**src/rtl/core/cmr_pkg.sv**
```systemverilog
// shared word types and field widths for the cost matrix reduction block
package cmr_pkg;

   localparam int COST_W  = 16;
   localparam int INDEX_W = 2;
   localparam int BOUND_W = 19;

   typedef struct packed {
      logic [COST_W-1:0] entry_cost;
      logic              entry_blocked;
   } req_word_type;

   typedef struct packed {
      logic [INDEX_W-1:0] row_index;
      logic [INDEX_W-1:0] col_index;
      logic [COST_W-1:0]  reduced_cost;
      logic               reduced_blocked;
      logic [BOUND_W-1:0] bound_total;
      logic               last_entry;
   } rsp_word_type;

endpackage

```
**src/rtl/core/cost_matrix_row_column_reduction_top.sv**
```systemverilog
// Reduced cost matrix lower bound: loads an N by N matrix, reduces rows then columns, emits it.
// A matrix is loaded one word per cycle while busy is low, MATRIX_DIM*MATRIX_DIM words in
// row-major order. After the last word busy rises and the block works out of a matrix memory
// with one write port and one registered read port: each row, then each column, is scanned
// for its minimum and then, unless it is wholly blocked, rewritten with the minimum
// subtracted. Finally the MATRIX_DIM*MATRIX_DIM reduced entries leave in row-major order,
// one per cycle with rsp_valid high for each; the receiver cannot stall them and must take
// every word.
module cost_matrix_row_column_reduction_top
   import cmr_pkg::*;
#(
   parameter int MATRIX_DIM = 4,
   parameter int COST_BITS  = 16
) (
   input  logic         clock,
   input  logic         reset,
   input  logic         start,
   output logic         busy,
   input  req_word_type req_word,
   output logic         rsp_valid,
   output rsp_word_type rsp_word
);

   localparam int CELLS      = MATRIX_DIM * MATRIX_DIM;
   localparam int IDX_BITS   = $clog2(MATRIX_DIM);
   localparam int POS_BITS   = $clog2(MATRIX_DIM + 1);
   localparam int ADDR_BITS  = $clog2(CELLS);
   localparam int BOUND_BITS = COST_BITS + $clog2(2 * MATRIX_DIM);

   typedef enum logic [5:0] {
      ST_LOAD     = 6'b000001,
      ST_ROW_SCAN = 6'b000010,
      ST_ROW_SUB  = 6'b000100,
      ST_COL_SCAN = 6'b001000,
      ST_COL_SUB  = 6'b010000,
      ST_EMIT     = 6'b100000
   } state_type;

   state_type               state_ff, state_in;
   logic [IDX_BITS-1:0]     line_ff, line_in;
   logic [POS_BITS-1:0]     pos_ff, pos_in;
   logic [ADDR_BITS-1:0]    load_cnt_ff, load_cnt_in;
   logic [COST_BITS-1:0]    min_ff, min_in;
   logic                    found_ff, found_in;
   logic [BOUND_BITS-1:0]   bound_ff, bound_in;
   logic                    rd_pend_ff, rd_pend_in;
   logic [ADDR_BITS-1:0]    rd_addr_ff;
   logic                    emit_ff, emit_in;
   logic [IDX_BITS-1:0]     out_row_ff, out_row_in;
   logic [IDX_BITS-1:0]     out_col_ff, out_col_in;
   logic                    out_last_ff, out_last_in;

   logic [COST_BITS:0]      mem [CELLS];
   logic [COST_BITS:0]      rdata_ff;
   logic                    mem_we;
   logic [ADDR_BITS-1:0]    mem_waddr;
   logic [COST_BITS:0]      mem_wdata;
   logic [ADDR_BITS-1:0]    mem_raddr;

   logic [IDX_BITS-1:0]     pos_idx;
   logic                    is_col;
   logic                    is_scan;
   logic                    is_sub;
   logic                    issue;
   logic [IDX_BITS-1:0]     row_sel;
   logic [IDX_BITS-1:0]     col_sel;
   logic [COST_BITS-1:0]    rd_cost;
   logic                    rd_blocked;
   logic                    last_line;

   logic [COST_BITS+COST_W-1:0]    in_wide;
   logic [COST_W+COST_BITS-1:0]    out_cost_wide;
   logic [BOUND_W+BOUND_BITS-1:0]  bound_wide;
   logic [INDEX_W+IDX_BITS-1:0]    row_wide;
   logic [INDEX_W+IDX_BITS-1:0]    col_wide;

   assign pos_idx    = pos_ff[IDX_BITS-1:0];
   assign is_col     = (state_ff == ST_COL_SCAN) || (state_ff == ST_COL_SUB);
   assign is_scan    = (state_ff == ST_ROW_SCAN) || (state_ff == ST_COL_SCAN);
   assign is_sub     = (state_ff == ST_ROW_SUB) || (state_ff == ST_COL_SUB);
   assign issue      = (is_scan || is_sub) && (pos_ff < POS_BITS'(MATRIX_DIM));
   assign row_sel    = is_col ? pos_idx : line_ff;
   assign col_sel    = is_col ? line_ff : pos_idx;
   assign mem_raddr  = ADDR_BITS'(row_sel) * ADDR_BITS'(MATRIX_DIM) + ADDR_BITS'(col_sel);
   assign rd_cost    = rdata_ff[COST_BITS-1:0];
   assign rd_blocked = rdata_ff[COST_BITS];
   assign last_line  = (line_ff == IDX_BITS'(MATRIX_DIM - 1));
   assign in_wide    = {{COST_BITS{1'b0}}, req_word.entry_cost};

   assign busy = (state_ff != ST_LOAD);

   always_comb begin
      state_in    = state_ff;
      line_in     = line_ff;
      pos_in      = pos_ff;
      load_cnt_in = load_cnt_ff;
      min_in      = min_ff;
      found_in    = found_ff;
      bound_in    = bound_ff;
      rd_pend_in  = issue;
      emit_in     = 1'b0;
      out_row_in  = out_row_ff;
      out_col_in  = out_col_ff;
      out_last_in = out_last_ff;
      mem_we      = 1'b0;
      mem_waddr   = rd_addr_ff;
      mem_wdata   = {1'b0, rd_cost - min_ff};

      case (state_ff)
         ST_LOAD: begin
            if (start) begin
               mem_we    = 1'b1;
               mem_waddr = load_cnt_ff;
               mem_wdata = {req_word.entry_blocked, in_wide[COST_BITS-1:0]};
               if (load_cnt_ff == ADDR_BITS'(CELLS - 1)) begin
                  load_cnt_in = '0;
                  state_in    = ST_ROW_SCAN;
                  line_in     = '0;
                  pos_in      = '0;
                  bound_in    = '0;
               end else begin
                  load_cnt_in = load_cnt_ff + 1'b1;
               end
            end
         end
         ST_ROW_SCAN, ST_COL_SCAN: begin
            if (pos_ff == '0) begin
               found_in = 1'b0;
            end
            if (rd_pend_ff && !rd_blocked && (!found_ff || rd_cost < min_ff)) begin
               min_in   = rd_cost;
               found_in = 1'b1;
            end
            if (issue) begin
               pos_in = pos_ff + 1'b1;
            end else begin
               pos_in = '0;
               if (found_in) begin
                  state_in = is_col ? ST_COL_SUB : ST_ROW_SUB;
               end else if (last_line) begin
                  line_in  = '0;
                  state_in = is_col ? ST_EMIT : ST_COL_SCAN;
               end else begin
                  line_in = line_ff + 1'b1;
               end
            end
         end
         ST_ROW_SUB, ST_COL_SUB: begin
            if (pos_ff == '0) begin
               bound_in = bound_ff + BOUND_BITS'(min_ff);
            end
            // write back the entry read last cycle, blocked ones stay as they are
            if (rd_pend_ff && !rd_blocked) begin
               mem_we = 1'b1;
            end
            if (issue) begin
               pos_in = pos_ff + 1'b1;
            end else begin
               pos_in = '0;
               if (last_line) begin
                  line_in  = '0;
                  state_in = is_col ? ST_EMIT : ST_COL_SCAN;
               end else begin
                  line_in  = line_ff + 1'b1;
                  state_in = is_col ? ST_COL_SCAN : ST_ROW_SCAN;
               end
            end
         end
         ST_EMIT: begin
            if (pos_ff < POS_BITS'(MATRIX_DIM)) begin
               emit_in     = 1'b1;
               out_row_in  = line_ff;
               out_col_in  = pos_idx;
               out_last_in = last_line && (pos_idx == IDX_BITS'(MATRIX_DIM - 1));
               if (pos_idx == IDX_BITS'(MATRIX_DIM - 1)) begin
                  if (last_line) begin
                     pos_in = POS_BITS'(MATRIX_DIM);
                  end else begin
                     pos_in  = '0;
                     line_in = line_ff + 1'b1;
                  end
               end else begin
                  pos_in = pos_ff + 1'b1;
               end
            end else begin
               // last word is on the outputs this cycle
               pos_in   = '0;
               line_in  = '0;
               state_in = ST_LOAD;
            end
         end
         default: begin
            state_in = ST_LOAD;
         end
      endcase
   end

   always_ff @(posedge clock) begin
      if (reset) begin
         state_ff    <= ST_LOAD;
         line_ff     <= '0;
         pos_ff      <= '0;
         load_cnt_ff <= '0;
         found_ff    <= 1'b0;
         bound_ff    <= '0;
         rd_pend_ff  <= 1'b0;
         emit_ff     <= 1'b0;
      end else begin
         state_ff    <= state_in;
         line_ff     <= line_in;
         pos_ff      <= pos_in;
         load_cnt_ff <= load_cnt_in;
         found_ff    <= found_in;
         bound_ff    <= bound_in;
         rd_pend_ff  <= rd_pend_in;
         emit_ff     <= emit_in;
      end
   end

   always_ff @(posedge clock) begin
      min_ff      <= min_in;
      rd_addr_ff  <= mem_raddr;
      out_row_ff  <= out_row_in;
      out_col_ff  <= out_col_in;
      out_last_ff <= out_last_in;
   end

   // matrix memory, one write and one registered read per cycle
   always_ff @(posedge clock) begin
      if (mem_we) begin
         mem[mem_waddr] <= mem_wdata;
      end
      rdata_ff <= mem[mem_raddr];
   end

   assign out_cost_wide = {{COST_W{1'b0}}, rd_cost};
   assign bound_wide    = {{BOUND_W{1'b0}}, bound_ff};
   assign row_wide      = {{INDEX_W{1'b0}}, out_row_ff};
   assign col_wide      = {{INDEX_W{1'b0}}, out_col_ff};

   assign rsp_valid                = emit_ff;
   assign rsp_word.row_index       = row_wide[INDEX_W-1:0];
   assign rsp_word.col_index       = col_wide[INDEX_W-1:0];
   assign rsp_word.reduced_cost    = rd_blocked ? '0 : out_cost_wide[COST_W-1:0];
   assign rsp_word.reduced_blocked = rd_blocked;
   assign rsp_word.bound_total     = bound_wide[BOUND_W-1:0];
   assign rsp_word.last_entry      = out_last_ff;

endmodule

```
**config.mk**
```make
export PLATFORM = sky130hd
export DESIGN_NAME = cost_matrix_row_column_reduction_top
export DESIGN_NICKNAME = d
export VERILOG_FILES = /design/src/rtl/core/cmr_pkg.sv /design/src/rtl/core/cost_matrix_row_column_reduction_top.sv
export SDC_FILE = /design/constraint.sdc
export NUM_CORES = 1
export LEC_CHECK = 0
export ABC_AREA = 1
export ABC_CLOCK_PERIOD_IN_PS = 3440
export BUFFER_PORTS_ARGS = -buffer_cell sky130_fd_sc_hd__buf_2
export CAP_MARGIN = 20
export CORE_MARGIN = 4
export CORE_UTILIZATION = 30
export DETAILED_ROUTE_END_ITERATION = 16
export PLACE_DENSITY_LB_ADDON = 0.08
export SYNTH_ARGS = -nofsm -noshare
export SYNTH_HDL_FRONTEND = slang
export SYNTH_SLANG_ARGS = --single-unit
```
**constraint.sdc**
```tcl
create_clock -name clock -period 3.44 [get_ports clock]
set_input_delay 0.344 -clock clock [delete_from_list [all_inputs] [get_ports clock]]
set_output_delay 0.344 -clock clock [all_outputs]
set_load 0.02 [all_outputs]
```
# Word level (Yosys, flattened, before mapping)

Memories as Yosys holds them, arrays and structs flattened. A register that Yosys moved wholly into a read port is not among the register bits.
Index checks and enable logic that the tools add are counted.
Widths: inputs -> output; s select.

Add/sub/neg operators: 6
Magnitude comparators: 2
Equal/unequal tests: 20
Multiplexer cells: 50
Bitwise operators: 1
Reduce and logical (&&, ||, !) cells: 26

Operators with widths:

| operator           | count |
|---|---|
| $mux 19            | 3 |
| $mux 6             | 9 |
| $pmux 19 s2        | 1 |
| $mux 17            | 2 |
| $pmux 6 s4         | 1 |
| $mux 2             | 11 |
| $add 19x16->19     | 1 |
| $mux 3             | 6 |
| $lt 16x16->1       | 1 |
| $mux 16            | 1 |
| $mux 4             | 4 |
| $sub 16x16->16     | 1 |
| $ne 2x2->1 const B | 7 |
| $ne 3x3->1 const B | 3 |
| $pmux 3 s3         | 1 |
| $mux 1             | 8 |
| $pmux 2 s4         | 1 |
| $reduce_and 8->1   | 1 |
| $eq 6x1->1 const B | 1 |
| $eq 6x2->1 const B | 1 |
| $eq 6x3->1 const B | 1 |
| $eq 6x4->1 const B | 1 |
| $eq 6x5->1 const B | 1 |
| $eq 6x6->1 const B | 1 |
| other kinds (24)   | 37 |

Flip-flop bits (word level): 62
RAM bits: 272
Input bits: 20
Output and inout bits: 43
Word-level logic and storage cells: 119
Memories kept: 1

Memory list:

| memory | depth | width | read ports | clocked after Yosys merged registers in | write ports | line                                       | RTL |
|---|---|---|---|---|---|---|---|
| mem    | 16    | 17    | 1          | 1                                       | 1           | cost_matrix_row_column_reduction_top.sv:53 | `logic [COST_BITS:0] mem [CELLS];` |

# Logic depth before layout (Yosys ltp)

Depth after elaboration: 8
Mapped depth: 18
Depth with buffers taken out: 18

# Least setup slack after synthesis

OpenSTA, ideal clock, no wires.

Path kind: register to register
Start: register state_ff[5]
End: memory mem[6][0] (netlist name), enable pin
Library setup time: 0.390 ns
Arrival: 2.439 ns
Data required time: 3.050 ns
Path slack: 0.610 ns
Stages on the path, launching flop included: 11
Path buffers: 1
Period minus slack after synthesis: 2.830 ns
Cell sequence: dfxtp_1 nor2_2 nand4_1 inv_2 nand2_2 inv_1 buf_4 nand2_1 o21ai_1 nand2_1 nor2_1

Word-level cells in the longest chain between the ends: 5
Elaborated cells between the ends (all ways): 8
Those cells by class: eq/ne: 3; mux: 4; reduce/logical: 1

RTL lines:

| item                                     | line                                        | RTL |
|---|---|---|
| start: declaration                       | cost_matrix_row_column_reduction_top.sv:39  | `state_type state_ff, state_in;` |
| start signal: assignment                 | cost_matrix_row_column_reduction_top.sv:209 | `state_ff <= state_in;` |
| $eq 6x5->1 or $eq 6x3->1 (tied branches) | cost_matrix_row_column_reduction_top.sv:109 | `case (state_ff)` |
| $reduce_or 2->1                          | cost_matrix_row_column_reduction_top.sv:109 |  |
| $pmux 1 s2                               | cost_matrix_row_column_reduction_top.sv:109 |  |
| $mux 1                                   | cost_matrix_row_column_reduction_top.sv:230 | `if (mem_we) begin` |
| $mux 1 (implied by the code)             | cost_matrix_row_column_reduction_top.sv:231 | `mem[mem_waddr] <= mem_wdata;` |
| end: declaration                         | cost_matrix_row_column_reduction_top.sv:53  |  |

Parallel ways exist; a longest one is shown, timed or not.

# Worst setup path after layout

Start: register state_ff[3]
End: memory mem[13][9] (netlist name), enable pin

The elaborated chain is that of the path after synthesis.

==> out/metrics.cfg <==
[floorplan]
die_boundary_width_um = 243.1
area_of_the_die_um2 = 59090
core_area_um2 = 54240
io_pins = 63
num_rows = 85
initial_utilization_pct = 30.57
die_height_um = 243.1

[routing]
ant_nets = 0
vias_per_cell = 4.638
wire_length_on_met2_um = 22850
drtIter0Drc = 726
route.detailed.wl_per_inst_um = 18.56
met1Wirelength_um = 22620
dr.pass1.iters = 5
wl_met3_um = 1964
highest_layer = met4
drt_drc_violations_left = 0
route.final.wire_length_um = 48620
vias = 12150

[power_and_ir_drop]
power_frac_comb_pct = 29.9
max-vdd-ir-drop_mv = 0.3140
switchingPower_mw = 5.436
share_of_total_power_in_sequential_cells_pct = 40.9
clock_power_share_pct = 29.1
power.density_cell_area_nw_per_um2 = 779.7
internal_power_mw = 9.561
cellLeakagePower_nw = 8.374
sw_frac_of_total_pct = 36.25

[cts]
ctsHoldBuffers = 0
clockBufferDepth = 3
clock_tree_from_tritoncts = yes
clkSlewWorstSetupHoldPaths_ns = 0.06
ctsHtreeMaxLevel = 2
numClockSinks = 351
cts.repair.resized = 0
cts_inserted_buffers = 42
post_cts_buffers = 0
insertion_delay_ns = 0.57
clockRootBuffer = sky130_fd_sc_hd__clkbuf_16

[place]
post_dp_hpwl_um = 30850
dp.cells = 2542
numPortBuffers = 62
gpl.final_weighted_congestion = 0.8140

[sta]
finalHoldWorstSlack_ns = 0.2313
fmaxAchievable_mhz = 348.0
final.setup.tns_ns = 0
clock_skew_ns = 0.01314
timing.final.setup_violations = 0
max_slew.worst_pin.slew_ns = 0.8709
total_count_of_max_transition_violations_in_the_final_report = 0
grt_setup_unrepaired = false
finalHoldViolations = 0
period_minus_slack_ns = 2.873
timing.final.crit_share_pct = 83.53
timing.slew.headroom_pct = 41.86

[finish]
fraction_of_layout_instances_using_a_drive_strength_above_1_pct = 10.98
syn2layout_area_growth_pct = 16.01
num-nets-final = 1951
finalNonFillerCells = 2619

[critical_path]
timing.critical_path.to_type = register
r2r-start = state_ff[3]
worst_ep_arrival_time_ns = 3.15
r2r_end = mem[13][9]
crit_path_max_fanout = 10
reg2reg_depth = 12
critPathKind = register to register
crit_required_ns = 3.71
worst-r2r-setup-slack_ns = 0.57
worst_setup_path_endpoint = mem[13][9]
timing.critical_path.from = state_ff[3]
startpoint_type = register

[yosys]
mapped_nets = 1861
synth_warnings = 0
synth_enable_flop_cells = 293
synth_async_sr_flop_share_pct = 0
synth_common_cells = sky130_fd_sc_hd__nand2_1, sky130_fd_sc_hd__inv_1, sky130_fd_sc_hd__edfxtp_1, sky130_fd_sc_hd__nand3_1, sky130_fd_sc_hd__nor2_1
netlist_area_um2 = 16580
synth.most_common_cell = sky130_fd_sc_hd__nand2_1
ys.flop_type = sky130_fd_sc_hd__edfxtp_1
synth_seq_area_share_pct = 60.07
post_synth_inst_count = 1800
post_synth.cell_area_avg_um2 = 9.211
synth.lib_cells_used.distinct = 38
netlist.top_cell.by_area = sky130_fd_sc_hd__edfxtp_1
synth_top_cell_area_share_pct = 53.07
netlist_top_cells_area = sky130_fd_sc_hd__edfxtp_1, sky130_fd_sc_hd__nand2_1, sky130_fd_sc_hd__nand3_1, sky130_fd_sc_hd__inv_1, sky130_fd_sc_hd__dfxtp_1
ys_seq_elements = 351

[global_route]
global_route.usage.total_pct = 16.26
grt_pass1_vias = 11900
grt_start_max_net_pins = 83
grt_pass1_wl_um = 73970
antenna_found_initial = 0
grt-ovfl-total = 0

[hold_path]
hold-path-cell-count = 4
hold_path_class = input port to register

[status]
status = completed

[run]
cap_viol_max_count = 0

[per-stage QoR]
stage | setup WS (ns) | power [mW] | utilization [%] | cell area, µm²
finish | 0.5666 | 15.00 | 35.46 | 19230
floorplan | 0.6101 | 8.773 | - | 16580
detailed placement | 0.5613 | 10.82 | 33.02 | 17910
global route | 0.3055 | 15.91 | 35.46 | 19230
CTS | 0.5499 | 15.27 | 35.46 | 19230
global placement | 0.5652 | 10.81 | 33.01 | 17900
[layer usage]
layer  up-vias  track usage [%]
li1       6015                -
met1      5840            21.92
met2       220            27.36
met3        73            2.461
met4         0            4.464
met5         -                0
[layout by cell type (no fill, tap or decap), drive strengths merged, types with 4 or more instances in the layout]
master | netlist | routed
ha | 39 | 39
o21bai | 4 | 4
nand3 | 244 | 244
dfxtp | 58 | 58
edfxtp | 293 | 293
xor2 | 7 | 7
inv | 328 | 330
nor2 | 93 | 93
bufinv | 0 | 4
o21ai | 59 | 59
a21oi | 66 | 66
nand3b | 5 | 5
nand4 | 7 | 7
nand2 | 495 | 495
clkbuf | 19 | 51
nor3 | 6 | 6
buf | 46 | 111
or2 | 10 | 10
clkinv | 1 | 20
[sequential cells by signal (all words and copies together) (netlist names)]
name         flops
bound_ff        19
found_ff         1
line_ff          2
load_cnt_ff      4
mem            272
min_ff          16
out_col_ff       2
out_last_ff      1
out_row_ff       2
pos_ff           3
rd_addr_ff       4
rd_pend_ff       1
rdata_ff        17
rsp_valid        1
state_ff         6
[worst min-delay path by stage]
stage	start	endpoint
after floorplan	rdata_ff[0]	min_ff[0]
after detailed placement	rdata_ff[0]	min_ff[0]
after global placement	rdata_ff[0]	min_ff[0]
after CTS	start	load_cnt_ff[0]
after global routing	start	load_cnt_ff[0]
final	start	load_cnt_ff[0]
[power by group through the flow]
stage	Sequential [mW]	Combinational, mW	Clock, mW
final	6.14	4.49	4.37
after global routing	6.19	5.04	4.68
after CTS	6.15	4.60	4.52
after detailed placement	6.23	4.59	0
after global placement	6.22	4.59	0
after floorplan	6.10	2.67	0
[worst max-delay path: stages (launching register included)]
cell                      delay (ns)
sky130_fd_sc_hd__dfxtp_1        0.41
sky130_fd_sc_hd__nor2_2         0.08
sky130_fd_sc_hd__nand4_1        0.20
sky130_fd_sc_hd__inv_2          0.10
sky130_fd_sc_hd__nand2_2        0.15
sky130_fd_sc_hd__inv_1          0.10
sky130_fd_sc_hd__buf_4          0.18
sky130_fd_sc_hd__nand2_1        0.07
sky130_fd_sc_hd__o21ai_0        0.18
sky130_fd_sc_hd__inv_1          0.13
sky130_fd_sc_hd__nand3_1        0.21
sky130_fd_sc_hd__nor2_2         0.52
sky130_fd_sc_hd__buf_4          0.26
[area by class of cell]
class | count | area [µm²]
multi-input combinational | 1055 | 5091
timing repair buffer | 111 | 753.2
fill | 5559 | 35000
sequential | 351 | 9960
clock buffer | 51 | 1085
tap | 696 | 870.8
clock inverter | 25 | 237.7
inverter | 329 | 1235
antenna | 1 | 2.502
[logic make-up after synthesis]
| kind of cell | count (synthesis) | synth area share, % |
|---|---|---|
| fa+ha+maj | 41 | 3.185 |
| compound gates | 143 | 4.671 |
| flops | 351 | 60.07 |
| xor+xnor | 10 | 0.5283 |
| buf+inv | 394 | 9.667 |
| simple gates | 861 | 21.88 |
Power figures use the tool's default switching activity.
